### config.mk
export PLATFORM = sky130hd
export DESIGN_NAME = length_prefixed_varint_codec
export DESIGN_NICKNAME = d
export VERILOG_FILES = /design/src/hw/rtl/lpvc_pkg.sv /design/src/hw/rtl/lpvc_enc.sv /design/src/hw/rtl/lpvc_dec.sv /design/src/hw/rtl/length_prefixed_varint_codec.sv
export SDC_FILE = /design/constraint.sdc
export NUM_CORES = 1
export LEC_CHECK = 0
export ABC_AREA = 1
export BUFFER_PORTS_ARGS = -buffer_cell sky130_fd_sc_hd__buf_2
export CAP_MARGIN = 20
export CORE_ASPECT_RATIO = 0.9
export CORE_MARGIN = 10
export CORE_UTILIZATION = 57
export DETAILED_ROUTE_END_ITERATION = 10
export GPL_TIMING_DRIVEN = 0
export PLACE_DENSITY_LB_ADDON = 0.25
export SYNTH_ARGS = -nofsm -noshare
export SYNTH_HDL_FRONTEND = slang
export SYNTH_HIERARCHICAL = 1
export SYNTH_SLANG_ARGS = --single-unit
### constraint.sdc
create_clock -name clk -period 7.6 [get_ports clk]
set_input_delay 2.28 -clock clk [delete_from_list [all_inputs] [get_ports clk]]
set_output_delay 2.28 -clock clk [all_outputs]
set_load 0.005 [all_outputs]
### src/hw/rtl/lpvc_pkg.sv
`timescale 1ns / 1ps
package lpvc_pkg;

	localparam int PADDR_W = 3;

	localparam logic FMT_ONE_BIT = 1'b0;
	localparam logic FMT_TWO_BIT = 1'b1;

	localparam logic REQ_ENCODE = 1'b0;
	localparam logic REQ_DECODE = 1'b1;

	localparam logic REG_FORMAT = 1'b0;

	localparam logic [1:0] ST_OK    = 2'd0;
	localparam logic [1:0] ST_WIDE  = 2'd1;
	localparam logic [1:0] ST_TRUNC = 2'd2;

	typedef struct packed {
		logic        too_wide;
		logic [31:0] word;
		logic [2:0]  len;
	} enc_res_t;

	typedef struct packed {
		logic        emit;
		logic        done;
		logic [29:0] value;
		logic [2:0]  len;
		logic [1:0]  status;
	} dec_res_t;

endpackage

### src/hw/rtl/lpvc_enc.sv
`timescale 1ns / 1ps
module lpvc_enc import lpvc_pkg::*; (
	input  logic        fmt,
	input  logic [31:0] value,
	output enc_res_t    res
);

	logic [31:0] w2;

	assign w2 = {value[29:0], 2'b00};

	always_comb begin
		res = '0;
		if (fmt == FMT_ONE_BIT) begin
			res.too_wide = (value[31:15] != '0);
			res.word = {value[30:0], 1'b0};
			if (value[14:7] != '0) begin
				res.word[0] = 1'b1;
				res.len = 3'd2;
			end else begin
				res.len = 3'd1;
			end
		end else begin
			res.too_wide = (value[31:30] != '0);
			res.word = w2;
			// length from the highest nonzero byte of the shifted word
			priority if (w2[31:24] != '0) res.len = 3'd4;
			else if (w2[23:16] != '0)     res.len = 3'd3;
			else if (w2[15:8] != '0)      res.len = 3'd2;
			else                          res.len = 3'd1;
			res.word[1:0] = res.len[1:0] - 2'd1;
		end
	end

endmodule

### src/hw/rtl/lpvc_dec.sv
`timescale 1ns / 1ps
module lpvc_dec import lpvc_pkg::*; (
	input  logic       clk,
	input  logic       arst_n,
	input  logic       fmt,
	input  logic       clear,
	input  logic       step,
	input  logic [7:0] byte_in,
	input  logic       buffer_end,
	output dec_res_t   res
);

	logic [2:0]  collected_q;
	logic [2:0]  expected_q;
	logic [23:0] partial_q;

	logic [2:0]  exp_len;
	logic [2:0]  cnt;
	logic [31:0] word;
	logic        complete;

	always_comb begin
		if (collected_q != '0) begin
			exp_len = expected_q;
		end else if (fmt == FMT_ONE_BIT) begin
			exp_len = byte_in[0] ? 3'd2 : 3'd1;
		end else begin
			exp_len = {1'b0, byte_in[1:0]} + 3'd1;
		end
		word = {8'd0, partial_q} | ({24'd0, byte_in} << {collected_q[1:0], 3'b000});
		cnt = collected_q + 3'd1;
		complete = (cnt >= exp_len);

		res = '0;
		if (complete) begin
			res.emit = 1'b1;
			res.done = 1'b1;
			res.len = exp_len;
			res.status = ST_OK;
			res.value = (fmt == FMT_ONE_BIT) ? {15'd0, word[15:1]} : word[31:2];
		end else if (buffer_end) begin
			res.emit = 1'b1;
			res.status = ST_TRUNC;
		end
	end

	always_ff @(posedge clk or negedge arst_n) begin
		if (!arst_n) begin
			collected_q <= '0;
			expected_q <= '0;
			partial_q <= '0;
		end else if (clear || (step && (complete || buffer_end))) begin
			collected_q <= '0;
			expected_q <= '0;
			partial_q <= '0;
		end else if (step) begin
			collected_q <= cnt;
			expected_q <= exp_len;
			partial_q <= word[23:0];
		end
	end

endmodule

### src/hw/rtl/length_prefixed_varint_codec.sv
`timescale 1ns / 1ps
// Channel   | Dir | Handshake                 | Content
// s_*       | in  | s_tvalid / s_tready       | request word: value, byte, kind, buffer end
// m_*       | out | m_tvalid / m_tready       | result word: byte, value, length, flags
// APB       | in  | psel, penable, pready = 1 | format_select at address 0
//
// A word is held in the input register and is then emitted into the
// one-word output register. Decode words yield at most one result; encode
// words yield one per code byte (1 to 4), bounded by the single output register.
// An error result is a single word; a decode byte with no result retires at once.
// Reset (arst_n low) empties both registers, clears decode state, sets format 1.
// A stalled m_tready holds the output word and backs up into s_tready.
module length_prefixed_varint_codec import lpvc_pkg::*; (
	input  logic               clk,
	input  logic               arst_n,
	// slave stream
	input  logic               s_tvalid,
	output logic               s_tready,
	input  logic [39:0]        s_tdata,  // [31:0] value_in, [39:32] byte_in
	input  logic               s_tuser,  // [0] req_type
	input  logic               s_tlast,  // buffer_end
	// master stream
	output logic               m_tvalid,
	input  logic               m_tready,
	output logic [47:0]        m_tdata,  // [7:0] byte_out, [37:8] value_out,
	                                     // [40:38] code_length, [47:41] zero
	output logic [3:0]         m_tuser,  // [0] byte_valid, [1] value_valid, [3:2] status
	output logic               m_tlast,  // last
	// configuration
	input  logic               psel,
	input  logic               penable,
	input  logic               pwrite,
	input  logic [PADDR_W-1:0] paddr,
	input  logic [31:0]        pwdata,
	output logic [31:0]        prdata,
	output logic               pready
);

	// configuration register
	logic fmt_q;
	logic cfg_wr;

	assign pready = 1'b1;
	assign cfg_wr = psel && penable && pwrite && (paddr[2] == REG_FORMAT);
	assign prdata = (paddr[2] == REG_FORMAT) ? {31'd0, fmt_q} : 32'd0;

	always_ff @(posedge clk or negedge arst_n) begin
		if (!arst_n) begin
			fmt_q <= FMT_TWO_BIT;
		end else if (cfg_wr) begin
			fmt_q <= pwdata[0];
		end
	end

	// input register
	logic        valid_s1;
	logic        req_s1;
	logic [31:0] value_s1;
	logic [7:0]  byte_s1;
	logic        end_s1;

	logic [1:0]  idx_q;
	logic        out_free;
	logic        produce;
	logic        consume;
	logic        is_enc;
	logic        enc_last;
	logic [7:0]  enc_byte;
	enc_res_t    enc_res;
	dec_res_t    dec_res;

	always_ff @(posedge clk or negedge arst_n) begin
		if (!arst_n) begin
			valid_s1 <= 1'b0;
		end else if (s_tready) begin
			valid_s1 <= s_tvalid;
		end
	end

	always_ff @(posedge clk) begin
		if (s_tready && s_tvalid) begin
			req_s1 <= s_tuser;
			value_s1 <= s_tdata[31:0];
			byte_s1 <= s_tdata[39:32];
			end_s1 <= s_tlast;
		end
	end

	lpvc_enc u_enc (
		.fmt   (fmt_q),
		.value (value_s1),
		.res   (enc_res)
	);

	lpvc_dec u_dec (
		.clk        (clk),
		.arst_n     (arst_n),
		.fmt        (fmt_q),
		.clear      (cfg_wr),
		.step       (valid_s1 && (req_s1 == REQ_DECODE) && consume),
		.byte_in    (byte_s1),
		.buffer_end (end_s1),
		.res        (dec_res)
	);

	// pick the code byte for the current position
	always_comb begin
		unique case (idx_q)
			2'd0: enc_byte = enc_res.word[7:0];
			2'd1: enc_byte = enc_res.word[15:8];
			2'd2: enc_byte = enc_res.word[23:16];
			2'd3: enc_byte = enc_res.word[31:24];
			default: enc_byte = enc_res.word[7:0];
		endcase
	end

	assign is_enc = (req_s1 == REQ_ENCODE);
	assign enc_last = enc_res.too_wide || (({1'b0, idx_q} + 3'd1) == enc_res.len);
	assign out_free = !m_tvalid || m_tready;
	assign produce = valid_s1 && out_free && (is_enc || dec_res.emit);
	// a decode byte without a result retires even while the output is full
	assign consume = valid_s1 && (is_enc ? (out_free && enc_last)
	                                     : (!dec_res.emit || out_free));
	assign s_tready = !valid_s1 || consume;

	// advance through the code bytes, reset on retire
	always_ff @(posedge clk or negedge arst_n) begin
		if (!arst_n) begin
			idx_q <= '0;
		end else if (consume) begin
			idx_q <= '0;
		end else if (produce && is_enc) begin
			idx_q <= idx_q + 2'd1;
		end
	end

	// output register
	logic        m_valid_q;
	logic [7:0]  byte_q;
	logic        bvalid_q;
	logic [29:0] value_q;
	logic        vvalid_q;
	logic [2:0]  len_q;
	logic [1:0]  status_q;
	logic        last_q;

	always_ff @(posedge clk or negedge arst_n) begin
		if (!arst_n) begin
			m_valid_q <= 1'b0;
		end else if (out_free) begin
			m_valid_q <= produce;
		end
	end

	always_ff @(posedge clk) begin
		if (produce) begin
			if (is_enc && enc_res.too_wide) begin
				byte_q <= '0;
				bvalid_q <= 1'b0;
				value_q <= '0;
				vvalid_q <= 1'b0;
				len_q <= '0;
				status_q <= ST_WIDE;
				last_q <= 1'b1;
			end else if (is_enc) begin
				byte_q <= enc_byte;
				bvalid_q <= 1'b1;
				value_q <= '0;
				vvalid_q <= 1'b0;
				len_q <= enc_res.len;
				status_q <= ST_OK;
				last_q <= enc_last;
			end else begin
				byte_q <= '0;
				bvalid_q <= 1'b0;
				value_q <= dec_res.value;
				vvalid_q <= dec_res.done;
				len_q <= dec_res.len;
				status_q <= dec_res.status;
				last_q <= 1'b1;
			end
		end
	end

	assign m_tvalid = m_valid_q;
	assign m_tdata = {7'd0, len_q, value_q, byte_q};
	assign m_tuser = {status_q, vvalid_q, bvalid_q};
	assign m_tlast = last_q;

endmodule

==> flow_metrics.tcl, run 1 <==
set metrics [dict create \
    vias_per_cell 5.00 \
    post_cts_buffers 0 \
    grt_antenna_before_repair 0 \
    peakVddDrop_mv 0.237 \
    cts_tree "built" \
    critPathKind "register to primary output" \
    cp-end-kind "primary output" \
    synth_mux_area_frac 0 \
    status "finished, final reports clean" \
    synth_edf_count 88 \
    crit_path_start_kind "register" \
    yosys_warnings 6 \
    grtUsageTotal 0.202 \
    grt_overflow_total 0 \
    setup_viol_count_final 0 \
    routabilityCongestion 0.935 \
    path_cells "inv_1, clkbuf_1, ha_1, inv_1, nor2_1, nand3_1, o21ai_0, ha_1, nand2_1, nand2_1, nand2_2, nand3_2, inv_1, nand2_1, nand3_1, nand2_2, nand2_1, buf_2" \
    clk_pin_slew_ns 0.05 \
    synth-async-reset-ratio 0.279 \
    die_area_sq_mm 0.0161 \
    seq_area_sq_mm 0.00349 \
    finClkSkew_ns 0.00738 \
    multi_input_comb_area_sq_mm 0.00220 \
    worst_path_largest_cell_delay_ns 0.47 \
    cts.sinks 122 \
    drt-wirelength-per-cell_um 15.1 \
    portBuffers 99 \
    drive_gt1_frac 0.248 \
    period_minus_slack_ns 5.78 \
    hold_class "register to register" \
    antenna_cells 0 \
    vias 5315 \
    detail_route.first_pass.iterations 7 \
    p_per_area_mw_per_mm2 388 \
    syn_area_sq_mm 0.00650 \
    synth_compound_area_frac 0.0949 \
    drv_cap 0 \
    cp_common_cell "nand2_1" \
    holdBufCountCts 0 \
    start_util 0.591 \
    synth.avg_cell_area_sq_um 8.76 \
    fillers 802 \
    path_max_fanout 10 \
    cp.arrival_ns 3.50 \
    synth_fa_ha_area_frac 0.0173 \
    clk_latency_ns 0.42 \
    setup_tns_ns 0 \
    first_iter_violations 497 \
    yosysSeqAreaShare 0.538 \
    final_max_slew_viol_count 0 \
    cts_root_buffer "clkbuf_16" \
    fin_nets 991 \
    syn_to_final_growth_pct 23.6 \
    fin_util 0.731 \
    grt_max_degree 48 \
    htreeDepth 4 \
    cts_resized 0 \
    synth_top_family_by_area "simple AND/OR/NAND/NOR gates" \
    ant_nets 0 \
    hpwlAfterDp_um 12100 \
    std_cell_rows 36 \
    slew-limit-headroom 0.318 \
    core_sq_mm 0.0110 \
    total_power_mw 3.11 \
    grt_pass1_wl_um 25900 \
    cts_buffer_depth 2 \
    synthXorXnorAreaFrac 0.00404 \
    slowest_stage "dfrtp_1" \
    cts_buffers 17 \
    reg2reg_slack_ns 3.37 \
    drc 0 \
    dp_cells 1031 \
    worst_pin_slew_ns 1.02 \
    worstPathRequired_ns 5.32 \
    synthSimpleGateAreaFrac 0.197 \
    hold_ws_ns 0.553 \
    ys.flop_type "edfxtp_1" \
    power_leakage_nw 4.02 \
    post-route-period-util 0.761 \
    synth-seq-cells 122 \
    routed_wl_um 16000 \
    fmax_mhz 173 \
    synth.distinct_cells 34 \
    netlist_instances 742 \
    finalNonFillerCells 1063 \
    die_w_um 133 \
    die_h_um 121 \
    ios 172 \
    finalHoldViolCount 0 \
    grt_setup_unrepaired "false" \
    grt_pass1_vias 5177 \
]
-- power breakdown --
group / internal, mW / switching [mW]
Sequential: 0.970 / 0.0914
Combinational: 0.387 / 0.749
Clock: 0.627 / 0.290
Total: 1.98 / 1.13
-- cell usage in the layout, fill, tap and decap left out, types with 11 or more instances in the layout --
cell / n
a21oi_1: 23
edfxtp_1: 88
inv_1: 113
nor2_4: 12
nor2_1: 75
a31oi_1: 11
nand3_1: 11
o21ai_0: 67
buf_4: 47
conb_1: 40
nand2_1: 177
dfrtp_1: 33
clkbuf_16: 17
buf_2: 110
-- synthesized netlist by cell type (3+ instances only) --
cell type	instances	area share
nand2_2	6	0.0058
a21oi_1	24	0.018
edfxtp_1	88	0.41
nor3_1	8	0.0062
inv_1	114	0.066
nand4_1	3	0.0029
dfrtp_1	33	0.13
a21o_1	6	0.0069
inv_2	4	0.0023
buf_4	47	0.054
o21ai_1	6	0.0046
ha_1	9	0.017
buf_6	4	0.0069
nor2_1	75	0.043
a31oi_1	11	0.011
nand3_1	11	0.0085
buf_2	11	0.0085
o21ai_0	67	0.052
clkbuf_1	7	0.0040
nor2_4	12	0.021
nand2_1	177	0.10
conb_1	3	0.0017
-- critical path: cells and delay by family, from the launching register on --
kind	cells	cell delay, ns
compound gates	1	0.18
buf+inv	5	0.80
simple gates	10	1.04
flops	1	0.47
fa+ha+maj	2	0.57
-- kinds of logic (layout without fill, tap and decap cells) --
group / count (synthesis) / count (layout)
adder cells (fa/ha/maj): 9 / 9
XOR/XNOR: 3 / 3
buffers and inverters: 192 / 324
flip-flops: 122 / 122
AND/OR/NAND/NOR: 297 / 297
AO/OA/AOI/OAI: 116 / 116
other: 3 / 40
-- path summary, 6_finish.rpt --
kind                                 startpoint                   to  depth (start not counted)
min reg2reg                               fmt_q                fmt_q                          2
max                        u_dec/collected_q[1]             s_tready                         18
min in group asynchronous                arst_n  u_dec/partial_q[18]                          1
max reg2reg                u_dec/collected_q[1]   u_dec/partial_q[7]                         21
max in group asynchronous                arst_n   u_dec/partial_q[6]                          1
min                                       fmt_q                fmt_q                          2
-- metrics by stage --
step           area [sq um]  worst slack (ns)
2_1_floorplan          6640              2.58
3_3_place_gp           7320              1.76
3_5_place_dp           7350              2.30
4_1_cts                8030              1.84
5_1_grt                8030              1.49
6_report               8030              1.82
-- sequential cells by signal, summed over array words and instances, names as in the netlist --
| register | cells |
|---|---|
| byte_q | 8 |
| u_dec/partial_q | 23 |
| fmt_q | 1 |
| valid_s1 | 1 |
| byte_s1 | 8 |
| u_dec/expected_q | 3 |
| bvalid_q | 1 |
| len_q | 3 |
| value_s1 | 32 |
| status_q | 2 |
| idx_q | 2 |
| u_dec/collected_q | 3 |
| m_tvalid | 1 |
| req_s1 | 1 |
| vvalid_q | 1 |
| end_s1 | 1 |
| value_q | 30 |
| m_tlast | 1 |
-- layout make-up --
cell class                 instances  share of cell area
sequential                       122               0.435
inverter                         120              0.0564
buffer                            72              0.0625
clock buffer                      23              0.0620
tap                              152              0.0237
clock inverter                     9              0.0227
timing repair buffer             100              0.0642
multi-input combinational        465               0.274
-- per-layer routing --
metal  up-vias  GRT usage  part of all wire
met3        26     0.0741              0.11
met2       281      0.297              0.43
met4         0     0.0714             0.015
met1      2420      0.270              0.45
met5         -          0                 0
li1       2588          -                 -
No activity file was read; power rests on OpenSTA's default activity.
==> inputs of run 2 (changes only) <==
--- a/config.mk
+++ b/config.mk
@@ -10,7 +10,7 @@
 export CAP_MARGIN = 20
 export CORE_ASPECT_RATIO = 0.9
 export CORE_MARGIN = 10
-export CORE_UTILIZATION = 57
+export CORE_UTILIZATION = 48
 export DETAILED_ROUTE_END_ITERATION = 10
 export GPL_TIMING_DRIVEN = 0
 export PLACE_DENSITY_LB_ADDON = 0.25
==> constraint.sdc (replaced) <==
create_clock -name clk -period 4.85 [get_ports clk]
set_input_delay 1.455 -clock clk [delete_from_list [all_inputs] [get_ports clk]]
set_output_delay 1.455 -clock clk [all_outputs]
set_load 0.005 [all_outputs]
==> run 2 against run 1 <==
Register-to-register slack got worse by 2.2 ns; die area rose by 16%; critical path depth did not move; worst setup slack got worse by 1.5 ns; cell count rose by 1.7%; routed wire length fell by 5.0%; count of clock-buffer cells in the layout fell by 2; clock skew rose by 0.0057 ns; hold slack improved by 0.00075 ns; clock power rose by 17%; power rose by 45%; sequential cell count did not move; largest cell class unchanged; highest routed layer unchanged.
==> flow_metrics.tcl, run 2 (synthesis results as in run 1) <==
set metrics [dict create \
    status "finished, final reports clean" \
    grt_pass1_wl_um 24300 \
    setup_viol_count_final 0 \
    cp.arrival_ns 3.05 \
    std_cell_rows 40 \
    worst_pin_slew_ns 0.809 \
    top_register "value_s1" \
    htreeDepth 4 \
    vias 5118 \
    grt_pass1_vias 4807 \
    grt_antenna_before_repair 0 \
    largest_registers "value_s1 x32, value_q x30, u_dec/partial_q x23" \
    start_util 0.488 \
    path_cells "buf_4, buf_2, inv_1, ha_1, inv_1, nor2_2, o21ai_0, ha_1, nand2_1, nand2_1, nand2_2, nand3_2, inv_1, nand2_1, nand3_1, nand2_2, nand2_1, buf_2" \
    cts_buffer_depth 2 \
    finClkSkew_ns 0.0131 \
    final_cell_mix "nand2_1 (177), inv_1 (112), buf_2 (110), edfxtp_1 (88), nor2_1 (74)" \
    grt_setup_unrepaired "false" \
    clk_pin_slew_ns 0.05 \
    final_area_sq_mm 0.00791 \
    fin_nets 993 \
    worstPathRequired_ns 3.39 \
    grt_max_degree 39 \
    power_leakage_nw 3.95 \
    antenna_cells 0 \
    post_dp_cell_area_sq_mm 0.00739 \
    grtUsageTotal 0.167 \
    routed_wl_um 15200 \
    cts.sinks 122 \
    hpwlAfterDp_um 11600 \
    clk_latency_ns 0.42 \
    reg2reg_slack_ns 1.15 \
    drv_cap 0 \
    path_max_fanout 10 \
    fmax_mhz 222 \
    portBuffers 99 \
    cp-end-kind "primary output" \
    fin_util 0.594 \
    ios 172 \
    slew-limit-headroom 0.461 \
    finalHoldViolCount 0 \
    crit_path_start_kind "register" \
    ant_nets 0 \
    die_h_um 130 \
    cp_common_cell "nand2_1" \
    hold_ws_ns 0.554 \
    worst_path_largest_cell_delay_ns 0.34 \
    cts_root_buffer "clkbuf_16" \
    die_area_sq_mm 0.0186 \
    routabilityCongestion 0.948 \
    peakVddDrop_mv 0.292 \
    fillers 1217 \
    total_power_mw 4.51 \
    drt-wirelength-per-cell_um 14.1 \
    vias_per_cell 4.73 \
    critPathKind "register to primary output" \
    grt_overflow_total 0 \
    period_minus_slack_ns 4.50 \
    dp_slack_ns 0.485 \
    cts_buffers 17 \
    first_iter_violations 467 \
    hold_class "register to register" \
    holdBufCountCts 0 \
    largest_reg_flops 32 \
    cts_tree "built" \
    p_per_area_mw_per_mm2 570 \
    syn_to_final_growth_pct 21.7 \
    final_max_slew_viol_count 0 \
    core_sq_mm 0.0133 \
    die_w_um 143 \
    drc 0 \
    drive_gt1_frac 0.246 \
    layout_commonest_cell "nand2_1" \
    layout_setup_ws_ns 0.347 \
    slowest_stage "dfrtp_1" \
    detail_route.first_pass.iterations 5 \
    post-route-period-util 0.928 \
]
[run 2: cell types whose count changed in the layout (fill, tap and decap cells not counted), sizes merged]
cell and delta:
clkbuf -3, clkinvlp +1, inv -2, clkinv +8
bufinv -5, buf +3
[run 2: power by group]
group          internal, mW  total, mW  switching, mW
clock network         0.639       1.07          0.432
logic                 0.630       1.78           1.15
registers              1.52       1.66          0.144
[run 2: final timing paths]
| check | to | from | depth (start not counted) |
|---|---|---|---|
| min | u_dec/expected_q[1] | u_dec/expected_q[1] | 2 |
| max in group asynchronous | m_tvalid | arst_n | 1 |
| max reg2reg | u_dec/partial_q[3] | u_dec/collected_q[0] | 21 |
| max | s_tready | u_dec/collected_q[0] | 18 |
| min in group asynchronous | u_dec/collected_q[1] | arst_n | 1 |
| min reg2reg | u_dec/expected_q[1] | u_dec/expected_q[1] | 2 |
[run 2: what timing repair did]
item                       CTS  global route
resized for setup            0             2
setup buffers                0             2
setup endpoints to repair    0             1
[run 2: layout make-up]
class	instances	area (sq um)	share of cell area
buffer	71	498	0.0630
clock buffer	21	440	0.0557
clock inverter	11	56.3	0.00712
inverter	120	457	0.0578
multi-input combinational	465	2200	0.278
sequential	122	3490	0.442
tap	168	210	0.0266
timing repair buffer	103	551	0.0696
[run 2: per-layer routing]
layer,vias to the layer above,GRT usage,part of all wire
met5,-,0,0
met4,0,0.0485,0.011
met3,11,0.0696,0.10
met2,226,0.232,0.41
met1,2294,0.234,0.48
li1,2587,-,-
[run 2: per-stage QoR]
step,TNS (ns),std cells
floorplan,0,779
global placement,-55.03,1046
detailed placement,0,1048
CTS,0,1080
global route,0,1081
finish,0,1081
[run 2: critical path, delay by kind of cell, from the launching register on]
kind,cells,cell delay (ns)
adder cells (fa/ha/maj),2,0.52
flip-flops,1,0.34
AO/OA/AOI/OAI,1,0.33
buffers and inverters,6,0.71
AND/OR/NAND/NOR,9,0.75
==> inputs of run 3 (changes only) <==
--- a/config.mk
+++ b/config.mk
@@ -12,7 +12,6 @@
 export CORE_MARGIN = 10
 export CORE_UTILIZATION = 48
 export DETAILED_ROUTE_END_ITERATION = 10
-export GPL_TIMING_DRIVEN = 0
 export PLACE_DENSITY_LB_ADDON = 0.25
 export SYNTH_ARGS = -nofsm -noshare
 export SYNTH_HDL_FRONTEND = slang
==> run 3 against run 2 <==
Routed wire length down 2.3%; combinational power is 9.6% lower; non-clock buffer count fell by 67; global-route usage down 0.59 points; highest routed layer unchanged.
==> flow_metrics.tcl, run 3 (synthesis results as in run 1) <==
set metrics [dict create \
    syn_to_final_growth_pct 16.3 \
    drv_cap 0 \
    final_area_sq_mm 0.00755 \
    wl_met1_um 7130 \
    final_max_slew_viol_count 0 \
    critPathTopFamily "simple AND/OR/NAND/NOR gates" \
    post_dp_cell_area_sq_mm 0.00690 \
    setup_tns_ns 0 \
    cts_tree "built" \
    finalNonFillerCells 1014 \
    period_minus_slack_ns 4.47 \
    portBuffers 99 \
    drive_gt1_frac 0.201 \
    antenna_cells 0 \
    crit_path_start_kind "register" \
    routed_wl_um 14900 \
    path_cells "inv_1, ha_1, inv_1, nor2_1, o21ai_0, ha_1, nand2_1, nand2_1, nand2_2, nand3_2, inv_1, nand2_1, nand3_1, nand2_2, nand2_1, buf_2" \
    cts.sinks 122 \
    die_w_um 143 \
    cts_root_buffer "clkbuf_16" \
    cts_buffers 17 \
    ios 172 \
    die_area_sq_mm 0.0186 \
    setup_viol_count_final 0 \
    start_util 0.488 \
    drc 0 \
    grtUsageTotal 0.161 \
    grt_pass1_vias 4693 \
    worstPathRequired_ns 3.39 \
    vias 4878 \
    core_sq_mm 0.0133 \
    grt_overflow_total 0 \
    cts_buffer_depth 2 \
    worst_path_largest_cell_delay_ns 0.68 \
    cp_common_cell "nand2_1" \
    detail_route.first_pass.iterations 5 \
    layout_commonest_cell "nand2_1" \
    p_per_area_mw_per_mm2 614 \
    worst_pin_slew_ns 0.800 \
    wl_met3_um 1560 \
    grt_antenna_before_repair 0 \
    dp_cells 980 \
    total_power_mw 4.63 \
    hpwlAfterDp_um 11000 \
    fmax_mhz 224 \
    worstHoldPathCells 2 \
    dr_wl_met2_um 5980 \
    post-route-period-util 0.922 \
    std_cell_rows 40 \
    ant_nets 0 \
    largest_registers "value_s1 x32, value_q x30, u_dec/partial_q x23" \
    power_leakage_nw 3.69 \
    dp_slack_ns 0.692 \
    final_cell_mix "nand2_1 (177), inv_1 (112), buf_2 (99), edfxtp_1 (88), nor2_1 (75)" \
    grt_max_degree 68 \
    drt-wirelength-per-cell_um 14.7 \
    clk_pin_slew_ns 0.06 \
    finalHoldViolCount 0 \
    die_h_um 130 \
    crit_buf_inv 4 \
    fin_nets 926 \
    finClkSkew_ns 0.00662 \
    fin_util 0.567 \
    layout_setup_ws_ns 0.376 \
    vias_per_cell 4.81 \
    topRoutingLayerUsed "met4" \
    cp.arrival_ns 3.02 \
    critPathKind "register to primary output" \
    largest_reg_flops 32 \
    first_iter_violations 453 \
    grt_pass1_wl_um 23600 \
    slowest_stage "dfrtp_1" \
    clk_latency_ns 0.42 \
    cp-end-kind "primary output" \
    htreeDepth 4 \
    peakVddDrop_mv 0.287 \
    holdBufCountCts 0 \
    crit_cells 16 \
    routabilityCongestion 0.901 \
    r2r_cells 20 \
    grt_setup_unrepaired "false" \
    path_max_fanout 17 \
    slew-limit-headroom 0.467 \
    hold_class "register to register" \
    top_register "value_s1" \
    status "finished, final reports clean" \
    hold_ws_ns 0.551 \
]
[run 3: cell types whose count changed in the layout (fill, tap and decap cells not counted), sizes merged]
cell    previous run  this run
buf              168       107
inv              118       117
clkinv            10         7
clkbuf            27        21
bufinv             0         4
[run 3: layer usage]
layer | global-route usage | up-vias
li1 | - | 2447
met1 | 0.232 | 2204
met2 | 0.216 | 202
met3 | 0.0592 | 25
met4 | 0.0576 | 0
met5 | 0 | -
[run 3: cell type report]
type | instances | area (sq um)
Clock inverter | 11 | 168
Clock buffer | 21 | 470
Tap cell | 168 | 210
Inverter | 120 | 457
Fill cell | 1203 | 5760
Sequential cell | 122 | 3490
Timing Repair Buffer | 107 | 556
Multi-Input combinational cell | 465 | 2200
[run 3: path summary, 6_finish.rpt]
check                                      from                  end  slack [ns]
min reg2reg                 u_dec/expected_q[1]  u_dec/expected_q[1]        0.55
max                        u_dec/collected_q[0]             s_tready        0.38
min in group asynchronous                arst_n  u_dec/partial_q[23]        1.13
min                         u_dec/expected_q[1]  u_dec/expected_q[1]        0.55
max in group asynchronous                arst_n   u_dec/partial_q[8]        3.22
max reg2reg                u_dec/collected_q[0]  u_dec/partial_q[15]        1.23
[run 3: repair_timing]
item	CTS	global route
endpoints found under the hold margin	0	0
resized for setup	0	1
setup endpoints to repair	0	1
setup buffers	0	2
[run 3: worst register-to-register path, cell delays in order (launching register included)]
cell	delay [ns]
dfrtp_1	0.68
inv_1	0.10
ha_1	0.23
inv_1	0.05
nor2_1	0.07
o21ai_0	0.29
ha_1	0.30
nand2_1	0.07
nand2_1	0.06
nand2_2	0.07
nand3_2	0.07
inv_1	0.06
nand2_1	0.08
nand3_1	0.16
nand4_1	0.11
inv_1	0.08
buf_4	0.24
nand2_1	0.15
nand2_1	0.08
buf_4	0.43
nor2_1	0.11
[run 3: where the power goes]
part | leakage, nW | internal, mW | switching (mW) | total [mW]
clock | 0.309 | 0.898 | 0.453 | 1.35
combinational | 2.07 | 0.520 | 1.09 | 1.61
sequential | 1.31 | 1.52 | 0.160 | 1.68
